--- config.mk ---
export PLATFORM = sky130hd
export DESIGN_NAME = hsv_to_rgb_rainbow_core
export DESIGN_NICKNAME = d
export VERILOG_FILES = /design/src/rtl/hsv2rgb_pkg.sv /design/src/rtl/hsv_to_rgb_rainbow_core.sv
export SDC_FILE = /design/constraint.sdc
export NUM_CORES = 1
export LEC_CHECK = 0
export BUFFER_PORTS_ARGS = -buffer_cell sky130_fd_sc_hd__buf_4
export CAP_MARGIN = 40
export CELL_PAD_IN_SITES_DETAIL_PLACEMENT = 0
export CELL_PAD_IN_SITES_GLOBAL_PLACEMENT = 2
export CORE_UTILIZATION = 38
export DETAILED_ROUTE_END_ITERATION = 10
export PLACE_DENSITY_LB_ADDON = 0.08
export SYNTH_ARGS = -nofsm -noshare
export SYNTH_HDL_FRONTEND = slang
export SYNTH_SLANG_ARGS = --single-unit
--- constraint.sdc ---
create_clock -name clk -period 6.6 [get_ports clk]
set_clock_uncertainty 0.1 [all_clocks]
set_input_delay 0.33 -clock clk [delete_from_list [all_inputs] [get_ports clk]]
set_output_delay 0.33 -clock clk [all_outputs]
set_load 0.05 [all_outputs]
--- src/rtl/hsv2rgb_pkg.sv ---
// Package for the HSV to RGB rainbow converter: register indexes, hue
// section codes, ramp fractions and the 8-bit scaling helper.
// No dependencies.
`default_nettype none

package hsv2rgb_pkg;

  localparam int unsigned CFG_IDX_W = 1;

  typedef enum logic [CFG_IDX_W-1:0] {
    REG_STRONG_YELLOW = 1'b0,
    REG_HALVE_GREEN   = 1'b1
  } cfg_reg_t;

  // Hue sections, top three hue bits
  typedef enum logic [2:0] {
    SEC_RED    = 3'd0,
    SEC_ORANGE = 3'd1,
    SEC_YELLOW = 3'd2,
    SEC_GREEN  = 3'd3,
    SEC_AQUA   = 3'd4,
    SEC_BLUE   = 3'd5,
    SEC_PURPLE = 3'd6,
    SEC_PINK   = 3'd7
  } sect_t;

  localparam logic [7:0] THIRD_F = 8'(256 / 3);
  localparam logic [7:0] TWOTH_F = 8'((256 * 2) / 3);
  localparam logic [7:0] LVL_85  = 8'd85;
  localparam logic [7:0] LVL_170 = 8'd170;
  localparam logic [7:0] LVL_171 = 8'd171;
  localparam logic [7:0] LVL_MAX = 8'd255;

  // (a * (f + 1)) >> 8; the product stays below 2^16
  function automatic logic [7:0] scale8(input logic [7:0] a, input logic [7:0] f);
    logic [16:0] p;
    p = {9'd0, a} * ({9'd0, f} + 17'd1);
    return p[15:8];
  endfunction

endpackage

`default_nettype wire

--- src/rtl/hsv_to_rgb_rainbow_core.sv ---
// HSV to RGB conversion by the eight-section rainbow mapping.
// Uses hsv2rgb_pkg for codes, fractions and the scaling helper.
// Each input word passes through the stage 1, stage 2 and output registers.
// Throughput: one word per cycle while out_tready is high; the three stages (hue map,
// saturation, value) each hold one 8x9 multiply deep; a stall holds the full stages only.
// Reset (rst_n low, synchronous): pipeline emptied, both mode registers 0.
`default_nettype none

module hsv_to_rgb_rainbow_core (
  input  wire logic        clk,
  input  wire logic        rst_n,
  // configuration
  input  wire logic        cfg_wr_en,
  input  wire logic [hsv2rgb_pkg::CFG_IDX_W-1:0] cfg_index,
  input  wire logic        cfg_wdata,
  // input stream
  input  wire logic        in_tvalid,
  output logic             in_tready,
  input  wire logic [23:0] in_tdata,   // hue[7:0], saturation[15:8], brightness[23:16]
  // output stream
  output logic             out_tvalid,
  input  wire logic        out_tready,
  output logic [23:0]      out_tdata   // red[7:0], green[15:8], blue[23:16]
);

  logic strong_yellow_r, halve_green_r;

  always_ff @(posedge clk) begin
    if (!rst_n) begin
      strong_yellow_r <= 1'b0;
      halve_green_r   <= 1'b0;
    end else if (cfg_wr_en) begin
      unique case (hsv2rgb_pkg::cfg_reg_t'(cfg_index))
        hsv2rgb_pkg::REG_STRONG_YELLOW: strong_yellow_r <= cfg_wdata;
        hsv2rgb_pkg::REG_HALVE_GREEN:   halve_green_r   <= cfg_wdata;
        default: ;
      endcase
    end
  end

  // stage handshake: a stage loads when it is empty or its word moves on
  logic v1_r, v2_r, v3_r;
  logic en1, en2, en3;

  assign en3       = !v3_r || out_tready;
  assign en2       = !v2_r || en3;
  assign en1       = !v1_r || en2;
  assign in_tready = en1;

  always_ff @(posedge clk) begin
    if (!rst_n) begin
      v1_r <= 1'b0;
      v2_r <= 1'b0;
      v3_r <= 1'b0;
    end else begin
      if (en1) v1_r <= in_tvalid;
      if (en2) v2_r <= v1_r;
      if (en3) v3_r <= v2_r;
    end
  end

  // ---------------- stage 1: hue map, floor and squared value
  logic [7:0] hue, sat, val;
  logic [7:0] ramp, third, twoth;
  logic [7:0] r_h, g_h, b_h;
  logic [7:0] d_sat;

  assign hue   = in_tdata[7:0];
  assign sat   = in_tdata[15:8];
  assign val   = in_tdata[23:16];
  assign ramp  = {hue[4:0], 3'b000};
  assign third = hsv2rgb_pkg::scale8(ramp, hsv2rgb_pkg::THIRD_F);
  assign twoth = hsv2rgb_pkg::scale8(ramp, hsv2rgb_pkg::TWOTH_F);
  assign d_sat = hsv2rgb_pkg::LVL_MAX - sat;

  always_comb begin
    r_h = '0;
    g_h = '0;
    b_h = '0;
    unique case (hsv2rgb_pkg::sect_t'(hue[7:5]))
      hsv2rgb_pkg::SEC_RED: begin
        r_h = hsv2rgb_pkg::LVL_MAX - third;
        g_h = third;
      end
      hsv2rgb_pkg::SEC_ORANGE: begin
        if (strong_yellow_r) begin
          r_h = hsv2rgb_pkg::LVL_170 + third;
          g_h = hsv2rgb_pkg::LVL_85 + twoth;
        end else begin
          r_h = hsv2rgb_pkg::LVL_171;
          g_h = hsv2rgb_pkg::LVL_85 + third;
        end
      end
      hsv2rgb_pkg::SEC_YELLOW: begin
        if (strong_yellow_r) begin
          r_h = hsv2rgb_pkg::LVL_MAX - ramp;
          g_h = hsv2rgb_pkg::LVL_MAX;
        end else begin
          r_h = hsv2rgb_pkg::LVL_171 - twoth;
          g_h = hsv2rgb_pkg::LVL_170 + third;
        end
      end
      hsv2rgb_pkg::SEC_GREEN: begin
        g_h = hsv2rgb_pkg::LVL_MAX - third;
        b_h = third;
      end
      hsv2rgb_pkg::SEC_AQUA: begin
        g_h = hsv2rgb_pkg::LVL_171 - twoth;
        b_h = hsv2rgb_pkg::LVL_85 + twoth;
      end
      hsv2rgb_pkg::SEC_BLUE: begin
        r_h = third;
        b_h = hsv2rgb_pkg::LVL_MAX - third;
      end
      hsv2rgb_pkg::SEC_PURPLE: begin
        r_h = hsv2rgb_pkg::LVL_85 + third;
        b_h = hsv2rgb_pkg::LVL_171 - third;
      end
      hsv2rgb_pkg::SEC_PINK: begin
        r_h = hsv2rgb_pkg::LVL_170 + third;
        b_h = hsv2rgb_pkg::LVL_85 - third;
      end
      default: ;
    endcase
    if (halve_green_r) g_h = {1'b0, g_h[7:1]};
  end

  // video rule: add one when the input is nonzero
  logic [15:0] val_sq;
  logic [7:0]  v_sq;
  assign val_sq = {8'd0, val} * {8'd0, val};
  assign v_sq   = val_sq[15:8] + {7'd0, (val != 8'd0)};

  logic [7:0] r1_r, g1_r, b1_r, sat1_r, floor1_r, v1sq_r;
  logic       val_full1_r;

  always_ff @(posedge clk) begin
    if (en1) begin
      r1_r        <= r_h;
      g1_r        <= g_h;
      b1_r        <= b_h;
      sat1_r      <= sat;
      floor1_r    <= hsv2rgb_pkg::scale8(d_sat, d_sat);
      v1sq_r      <= v_sq;
      val_full1_r <= (val == hsv2rgb_pkg::LVL_MAX);
    end
  end

  // ---------------- stage 2: saturation
  // scaling a zero channel gives zero, so no zero test is needed
  logic [7:0] r_s, g_s, b_s;

  always_comb begin
    if (sat1_r == hsv2rgb_pkg::LVL_MAX) begin
      r_s = r1_r;
      g_s = g1_r;
      b_s = b1_r;
    end else if (sat1_r == 8'd0) begin
      r_s = hsv2rgb_pkg::LVL_MAX;
      g_s = hsv2rgb_pkg::LVL_MAX;
      b_s = hsv2rgb_pkg::LVL_MAX;
    end else begin
      r_s = hsv2rgb_pkg::scale8(r1_r, sat1_r) + floor1_r;
      g_s = hsv2rgb_pkg::scale8(g1_r, sat1_r) + floor1_r;
      b_s = hsv2rgb_pkg::scale8(b1_r, sat1_r) + floor1_r;
    end
  end

  logic [7:0] r2_r, g2_r, b2_r, v2sq_r;
  logic       val_full2_r;

  always_ff @(posedge clk) begin
    if (en2) begin
      r2_r        <= r_s;
      g2_r        <= g_s;
      b2_r        <= b_s;
      v2sq_r      <= v1sq_r;
      val_full2_r <= val_full1_r;
    end
  end

  // ---------------- stage 3: brightness, output register
  logic [7:0] r_v, g_v, b_v;

  always_comb begin
    if (val_full2_r) begin
      r_v = r2_r;
      g_v = g2_r;
      b_v = b2_r;
    end else if (v2sq_r == 8'd0) begin
      r_v = '0;
      g_v = '0;
      b_v = '0;
    end else begin
      r_v = hsv2rgb_pkg::scale8(r2_r, v2sq_r);
      g_v = hsv2rgb_pkg::scale8(g2_r, v2sq_r);
      b_v = hsv2rgb_pkg::scale8(b2_r, v2sq_r);
    end
  end

  logic [23:0] out_data_r;

  always_ff @(posedge clk) begin
    if (en3) out_data_r <= {b_v, g_v, r_v};
  end

  assign out_tvalid = v3_r;
  assign out_tdata  = out_data_r;

endmodule

`default_nettype wire
==> flow_metrics.tcl, run 1 <==
set metrics [dict create \
    finish.instance_area_sq_um 26100 \
    cp.required_ns 6.65 \
    dieArea_sq_um 63600 \
    setup_viol 0 \
    floorplan.initialDensity 0.385 \
    antenna_found_initial 0 \
    clock_sinks 111 \
    max_cap_violations 0 \
    syn_avg_cell_area_sq_um 8.91 \
    fin_nets 3356 \
    firstDrtPassIters 5 \
    vias 17600 \
    cts_buffer_depth 2 \
    placed_area_sq_um 25400 \
    hp-class "input port to register" \
    syn_inst 2672 \
    drt-total-wl_um 60200 \
    grt_max_degree 51 \
    critPathKind "register to register" \
    numCtsBuffers 9 \
    routed_via_density 4.99 \
    outcome "finished, final reports clean" \
    wire_per_inst_um 17.0 \
    syn2layout_area_growth_pct 9.80 \
    synth_cell_types 83 \
    cts.htree.levels 3 \
    max_freq_mhz 158 \
    fin_crit_ns 6.33 \
    place_hpwl_um 48400 \
    numPortBuffers 56 \
    synth_edf_count 106 \
    final_util 0.423 \
    gp_congestion 0.826 \
    hold_viol 0 \
    worstMarginPinSlew_ns 0.824 \
    pre_cts_ws_ns -0.164 \
    die_w_um 252 \
    rsz0062_at_grt "true" \
    ys.warnings.count 0 \
    grt_pass1_wl_um 99800 \
    hold_buffers 0 \
    placementRows 91 \
    overflow 0 \
    grtUsageTotal 0.199 \
    clkTransAtPathRegs_ns 0.08 \
    fp.dieH_um 252 \
    regArea_sq_um 3280 \
    synth_ff_type "edfxtp_1" \
    synth.yosys.seq_area_share 0.138 \
    relSlewSlack 0.447 \
    setup_tns_ns 0 \
    drive_above_1_share 0.0926 \
    cts_tree "done" \
    async_flop_share 0 \
    endpoint_kind "register" \
    fin_crit_sh 0.958 \
    grt_pass1_vias 18600 \
    syn_area_sq_um 23800 \
    core_area_sq_um 61800 \
    crit_arrival_ns 6.38 \
    drc 0 \
    worstSetupStartpointType "register" \
    fillers 6141 \
    multi_input_area_sq_um 18700 \
    crit_fanout 5 \
    pin_count 57 \
    syn_nets 3334 \
    clock_latency_ns 0.40 \
    drtAntennaViolNets 0 \
    final_max_slew_viol_count 0 \
    setup_slack_ns 0.275 \
    root_buffer "clkbuf_16" \
    ys_ff_latch 111 \
    drt_iter0_drc 757 \
]
==> cell usage in the layout (no fill, tap or decap), drive strengths merged, types with 18 or more instances in the layout <==
master	Yosys	routed
inv	445	449
ha	319	319
fa	312	312
nand2	284	284
and2	235	235
buf	28	136
xnor2	113	113
nor2	111	111
edfxtp	106	106
o21ai	84	84
a21oi	80	80
nor2b	49	49
xor2	40	40
nand3	36	36
or2	29	29
nor3	27	27
a21o	21	21
o211ai	19	19
a31oi	18	18
==> routing by layer <==
layer  global-route usage  vias to the layer above  part of all wire
met5                    0                        -                 0
met4               0.0435                        0             0.012
met3               0.0148                       37             0.022
met1                0.287                     8741              0.51
li1                     -                     8647                 -
met2                0.324                      212              0.46
==> logic make-up after synthesis <==
logic type	share of synthesized area
XOR/XNOR	0.0572
multiplexers	0.00883
buffers and inverters	0.0910
flip-flops	0.138
AO/OA/AOI/OAI	0.0967
adder cells (fa/ha/maj)	0.430
AND/OR/NAND/NOR	0.178
==> cells in the mapped netlist, drive strengths merged, types with 8 or more instances <==
master / n / area (sq um)
inv: 445 / 1670
o211ai: 19 / 143
edfxtp: 106 / 3180
or2: 29 / 181
a21o: 21 / 166
o21a: 8 / 60.1
or3: 9 / 56.3
mux2i: 15 / 150
nand4: 10 / 62.6
o22a: 17 / 149
o221ai: 8 / 70.1
nor3: 27 / 135
and2: 235 / 1470
xor2: 40 / 350
buf: 28 / 118
o21ai: 84 / 420
a21oi: 80 / 427
nand3: 36 / 180
clkbuf: 97 / 364
nor2b: 49 / 307
fa: 312 / 6250
o31ai: 8 / 60.1
nor2: 111 / 417
nand2: 284 / 1070
and3: 15 / 95.1
a31oi: 18 / 113
o21bai: 14 / 105
ha: 319 / 3990
nand2b: 13 / 81.3
xnor2: 113 / 1010
==> metrics by stage <==
stage                     cells  hold slack, ns
after floorplan            2672           0.300
after global placement     3498           0.302
final                      3537          0.0728
after global routing       3536          0.0727
after CTS                  3518          0.0518
after detailed placement   3502           0.305
==> flip-flops by register name, indices dropped and copies added (netlist names), 8 cells and up <==
name,cells
r2_r,8
b2_r,8
out_tdata,24
b1_r,8
v1sq_r,8
g2_r,8
g1_r,8
sat1_r,8
floor1_r,8
r1_r,8
v2sq_r,8
==> worst max-delay path, stage by stage, from the launching register on <==
cell and delay, ns:
edfxtp_1 0.42, ha_2 0.23, nand3_4 0.10, nor2_4 0.05, xor2_1 0.14, buf_4 0.17, buf_4 0.15, and2_4 0.15
fa_1 0.53, fa_1 0.45, fa_1 0.53, inv_1 0.06, fa_1 0.53, inv_1 0.06, ha_4 0.24, and3_1 0.18
a21oi_2 0.15, o21ai_4 0.10, o41ai_4 0.33, o21bai_1 0.16, a21oi_1 0.17, xnor2_1 0.10, ha_1 0.34, a21oi_2 0.14
o21ai_1 0.09, xnor2_1 0.14, xnor2_1 0.13, o22a_1 0.15
==> worst paths after layout <==
| path | from | slack [ns] | cells after the start | endpoint |
|---|---|---|---|---|
| min reg2reg | val_full1_r | 0.32 | 0 | val_full2_r |
| min | rst_n | 0.07 | 2 | out_tvalid |
| max | sat1_r[1] | 0.27 | 27 | b2_r[7] |
| max reg2reg | sat1_r[1] | 0.27 | 27 | b2_r[7] |
==> cell type report <==
| type | instances | share of cell area |
|---|---|---|
| Tap cell | 837 | 0.0401 |
| Sequential cell | 111 | 0.126 |
| Inverter | 449 | 0.0645 |
| Timing Repair Buffer | 136 | 0.0429 |
| Antenna cell | 1 | 0.0000957 |
| Clock inverter | 7 | 0.00340 |
| Clock buffer | 9 | 0.00862 |
| Multi-Input combinational cell | 1987 | 0.715 |
==> timing repair <==
action | CTS | global route
setup buffers | 0 | 18
pin swaps | 1 | 37
setup endpoints to repair | 3 | 9
resized for setup | 9 | 48
Power of run 1 is left out: the tool's default activity adds up to more than one toggle a clock period on the data nets, which glitch-free logic cannot reach.
==> run 2, diff against run 1 <==
--- a/config.mk
+++ b/config.mk
@@ -11,6 +11,7 @@
 export CELL_PAD_IN_SITES_GLOBAL_PLACEMENT = 2
 export CORE_UTILIZATION = 38
 export DETAILED_ROUTE_END_ITERATION = 10
+export HOLD_SLACK_MARGIN = 0.12
 export PLACE_DENSITY_LB_ADDON = 0.08
 export SYNTH_ARGS = -nofsm -noshare
 export SYNTH_HDL_FRONTEND = slang
==> flow_metrics.tcl, run 2 (synthesis results as in run 1) <==
set metrics [dict create \
    crit_cells 27 \
    final_util 0.425 \
    worstMarginPinSlew_ns 0.838 \
    overflow 0 \
    max_freq_mhz 158 \
    crit_fanout 5 \
    critPathKind "register to register" \
    relSlewSlack 0.437 \
    cp.required_ns 6.65 \
    numCtsBuffers 9 \
    fp.dieH_um 252 \
    fin_nets 3368 \
    cts.htree.levels 3 \
    cts_tree "done" \
    crit_arrival_ns 6.38 \
    syn2layout_area_growth_pct 10.3 \
    drive_above_1_share 0.0922 \
    max_cap_violations 0 \
    hp-class "input port to register" \
    setup_tns_ns 0 \
    setup_viol 0 \
    worstSetupStartpointType "register" \
    drt-total-wl_um 60200 \
    clock_sinks 111 \
    final_max_slew_viol_count 0 \
    placementRows 91 \
    floorplan.initialDensity 0.385 \
    finish.instance_area_sq_um 26300 \
    drtAntennaViolNets 0 \
    antenna_found_initial 0 \
    cts_buffer_depth 2 \
    root_buffer "clkbuf_16" \
    path_common_cell "fa_1" \
    core_area_sq_um 61800 \
    numPortBuffers 56 \
    final_common_cell "inv_1" \
    rsz0062_at_grt "true" \
    crit_slowest_cell "fa_1" \
    fin_crit_ns 6.33 \
    r2r_slack_ns 0.27 \
    grt_max_degree 51 \
    vias 17700 \
    wire_per_inst_um 17.0 \
    worst-path-buf-inv 4 \
    grt_pass1_vias 18600 \
    clock_latency_ns 0.40 \
    die_w_um 252 \
    worstHoldPathCells 1 \
    pin_count 57 \
    drt_iter0_drc 748 \
    clkTransAtPathRegs_ns 0.07 \
    drc 0 \
    mostFrequentLayoutCells "inv_1 (442), ha_1 (313), fa_1 (312), nand2_1 (284), and2_1 (233)" \
    dieArea_sq_um 63600 \
    firstDrtPassIters 6 \
    hold_viol 0 \
    endpoint_kind "register" \
    largest_reg_flops 24 \
    outcome "finished, final reports clean" \
    r2r_cells 27 \
    gp_congestion 0.826 \
    grt_pass1_wl_um 99900 \
    placed_area_sq_um 25400 \
    critPathTopFamily "adder cells" \
    place_hpwl_um 48400 \
    critPathMaxStageDelay_ns 0.53 \
    fin_crit_sh 0.959 \
    routed_via_density 4.99 \
    grtUsageTotal 0.199 \
]
run 2: path summary, 6_finish.rpt:
path	to	startpoint
max	b2_r[7]	sat1_r[1]
min	sat1_r[4]	in_tdata[12]
max reg2reg	b2_r[7]	sat1_r[1]
min reg2reg	val_full2_r	val_full1_r
run 2: per-stage QoR:
step           cells  hold WS (ns)  setup slack, ns
6_report        3549         0.149            0.273
3_3_place_gp    3498         0.302           -0.101
4_1_cts         3530         0.124          0.00252
2_1_floorplan   2672         0.300           0.0153
3_5_place_dp    3502         0.305           -0.164
5_1_grt         3548         0.142          -0.0582
run 2: area by class of cell:
cell class	instances	area (sq um)
Antenna cell	1	2.50
Multi-Input combinational cell	1987	18700
Clock inverter	7	88.8
Fill cell	6130	35600
Clock buffer	9	225
Inverter	449	1690
Timing Repair Buffer	148	1240
Tap cell	837	1050
Sequential cell	111	3280
run 2: layer usage:
metal,wire length (um),GRT usage,vias up
met5,0,0,-
met4,722,0.0435,0
met3,1260,0.0146,37
met2,27600,0.324,210
met1,30600,0.287,8770
li1,-,-,8678
run 2: timing repair:
action / CTS / global route
setup buffers: 0 / 18
endpoints found under the setup margin: 3 / 9
hold buffers: 12 / 0
pin swaps: 1 / 37
resized for setup: 9 / 48
endpoints found under the hold margin: 9 / 0
Power of run 2 is left out for the same reason.
==> run 3, diff against run 2 <==
--- a/config.mk
+++ b/config.mk
@@ -9,7 +9,7 @@
 export CAP_MARGIN = 40
 export CELL_PAD_IN_SITES_DETAIL_PLACEMENT = 0
 export CELL_PAD_IN_SITES_GLOBAL_PLACEMENT = 2
-export CORE_UTILIZATION = 38
+export CORE_UTILIZATION = 26
 export DETAILED_ROUTE_END_ITERATION = 10
 export HOLD_SLACK_MARGIN = 0.12
 export PLACE_DENSITY_LB_ADDON = 0.08
==> constraint.sdc (replaced) <==
create_clock -name clk -period 6.6 [get_ports clk]
set_clock_uncertainty 0.1 [all_clocks]
set_input_delay 0.33 -clock clk [delete_from_list [all_inputs] [get_ports clk]]
set_output_delay 0.33 -clock clk [all_outputs]
set_load 0.005 [all_outputs]
==> flow_metrics.tcl, run 3 (synthesis results as in run 1) <==
set metrics [dict create \
    vias 17700 \
    dieArea_sq_um 92800 \
    crit_fanout 12 \
    drc 0 \
    overflow 0 \
    numCtsBuffers 9 \
    fp.dieH_um 305 \
    outcome "finished, final reports clean" \
    cts.htree.levels 3 \
    firstDrtPassIters 6 \
    fin_crit_ns 6.35 \
    wl_met1_um 36900 \
    worstSetupStartpointType "register" \
    setup_viol 0 \
    drive_above_1_share 0.103 \
    hp-class "input port to register" \
    dr.max_layer_used "met4" \
    grt_pass1_vias 19200 \
    max_cap_violations 0 \
    die_w_um 305 \
    endpoint_kind "register" \
    placed_area_sq_um 26000 \
    syn2layout_area_growth_pct 13.2 \
    placementRows 110 \
    hold_viol 0 \
    wl_met3_um 1310 \
    grt_max_degree 51 \
    drtAntennaViolNets 0 \
    rsz0062_at_grt "true" \
    floorplan.initialDensity 0.264 \
    worstMarginPinSlew_ns 0.871 \
    final_common_cell "inv_1" \
    drt_iter0_drc 675 \
    gp_congestion 0.769 \
    crit_arrival_ns 6.40 \
    numPortBuffers 56 \
    clock_latency_ns 0.39 \
    fin_nets 3392 \
    relSlewSlack 0.415 \
    dr_wl_met2_um 31100 \
    antenna_found_initial 0 \
    max_freq_mhz 158 \
    core_area_sq_um 90300 \
    critPathKind "register to register" \
    cp.required_ns 6.65 \
    pin_count 57 \
    clock_sinks 111 \
    cts_tree "done" \
    place_hpwl_um 55700 \
    fin_crit_sh 0.961 \
    cts_buffer_depth 2 \
    fillers 9600 \
    mostFrequentLayoutCells "inv_1 (441), ha_1 (312), fa_1 (309), nand2_1 (284), and2_1 (232)" \
    wire_per_inst_um 17.9 \
    clkTransAtPathRegs_ns 0.08 \
    grtUsageTotal 0.154 \
    final_max_slew_viol_count 0 \
    root_buffer "clkbuf_16" \
    routed_via_density 4.52 \
    grt_pass1_wl_um 111000 \
    finish.instance_area_sq_um 27000 \
    largest_reg_flops 24 \
    drt-total-wl_um 70000 \
]
run 3: cell types whose count changed in the layout (fill, tap and decap cells not counted), sizes merged:
cell / before / now
buf: 136 / 157
clkbuf: 9 / 11
clkinv: 6 / 10
dlygate4sd3: 12 / 13
inv: 449 / 445
run 3: path summary, 6_finish.rpt:
check                           startpoint  slack, ns  depth (start not counted)         endpoint
worst max-delay path             sat1_r[1]       0.25                         26          b2_r[7]
worst min-delay path             cfg_wr_en       0.18                          3  strong_yellow_r
worst max register to register   sat1_r[1]       0.25                         26          b2_r[7]
worst min register to register   v1sq_r[6]       0.32                          0        v2sq_r[6]
run 3: layer usage:
metal,global-route usage,vias up
li1,-,8726
met1,0.225,8776
met2,0.247,154
met3,0.0145,35
met4,0.0268,0
met5,0,-
run 3: worst max-delay path, stage by stage (launching register included):
cell       delay, ns
edfxtp_1        0.43
ha_2            0.23
buf_4           0.15
xor2_4          0.16
buf_4           0.16
clkbuf_16       0.17
and2_1          0.17
fa_1            0.44
fa_1            0.56
inv_1           0.05
fa_1            0.48
inv_1           0.06
fa_1            0.47
ha_1            0.35
a21oi_4         0.19
buf_4           0.13
o21ai_2         0.08
o41ai_2         0.34
o21bai_1        0.16
a21oi_2         0.16
xnor2_1         0.08
ha_1            0.35
a21oi_2         0.15
o21ai_2         0.07
xnor2_1         0.13
xnor2_1         0.14
o22a_1          0.15
run 3: area by class of cell:
class | instances | area, sq um | area share
timing repair buffer | 172 | 1440 | 0.0536
antenna | 1 | 2.50 | 0.0000928
clock inverter | 7 | 75.1 | 0.00279
clock buffer | 9 | 225 | 0.00836
multi-input combinational | 1987 | 18800 | 0.696
sequential | 111 | 3280 | 0.122
inverter | 449 | 1690 | 0.0625
tap | 1176 | 1470 | 0.0546
run 3: repair_timing:
action	CTS	global route
buffers inserted	3	20
hold buffers	13	0
setup endpoints to repair	4	9
pin swaps	0	52
hold endpoints to repair	12	0
resized for setup	10	56
gates cloned	0	2
run 3: per-stage QoR:
stage / setup WS, ns / hold slack, ns / instances / util / setup TNS (ns)
after floorplan: 0.0153 / 0.300 / 2672 / - / 0
after global placement: -0.173 / 0.301 / 3852 / 0.287 / -0.348
after detailed placement: -0.166 / 0.305 / 3857 / 0.287 / -0.339
after CTS: 0.00826 / 0.124 / 3889 / 0.293 / 0
after global routing: -0.0420 / 0.182 / 3911 / 0.299 / -0.0791
final: 0.255 / 0.181 / 3912 / 0.299 / 0
Power of run 3 is left out for the same reason.
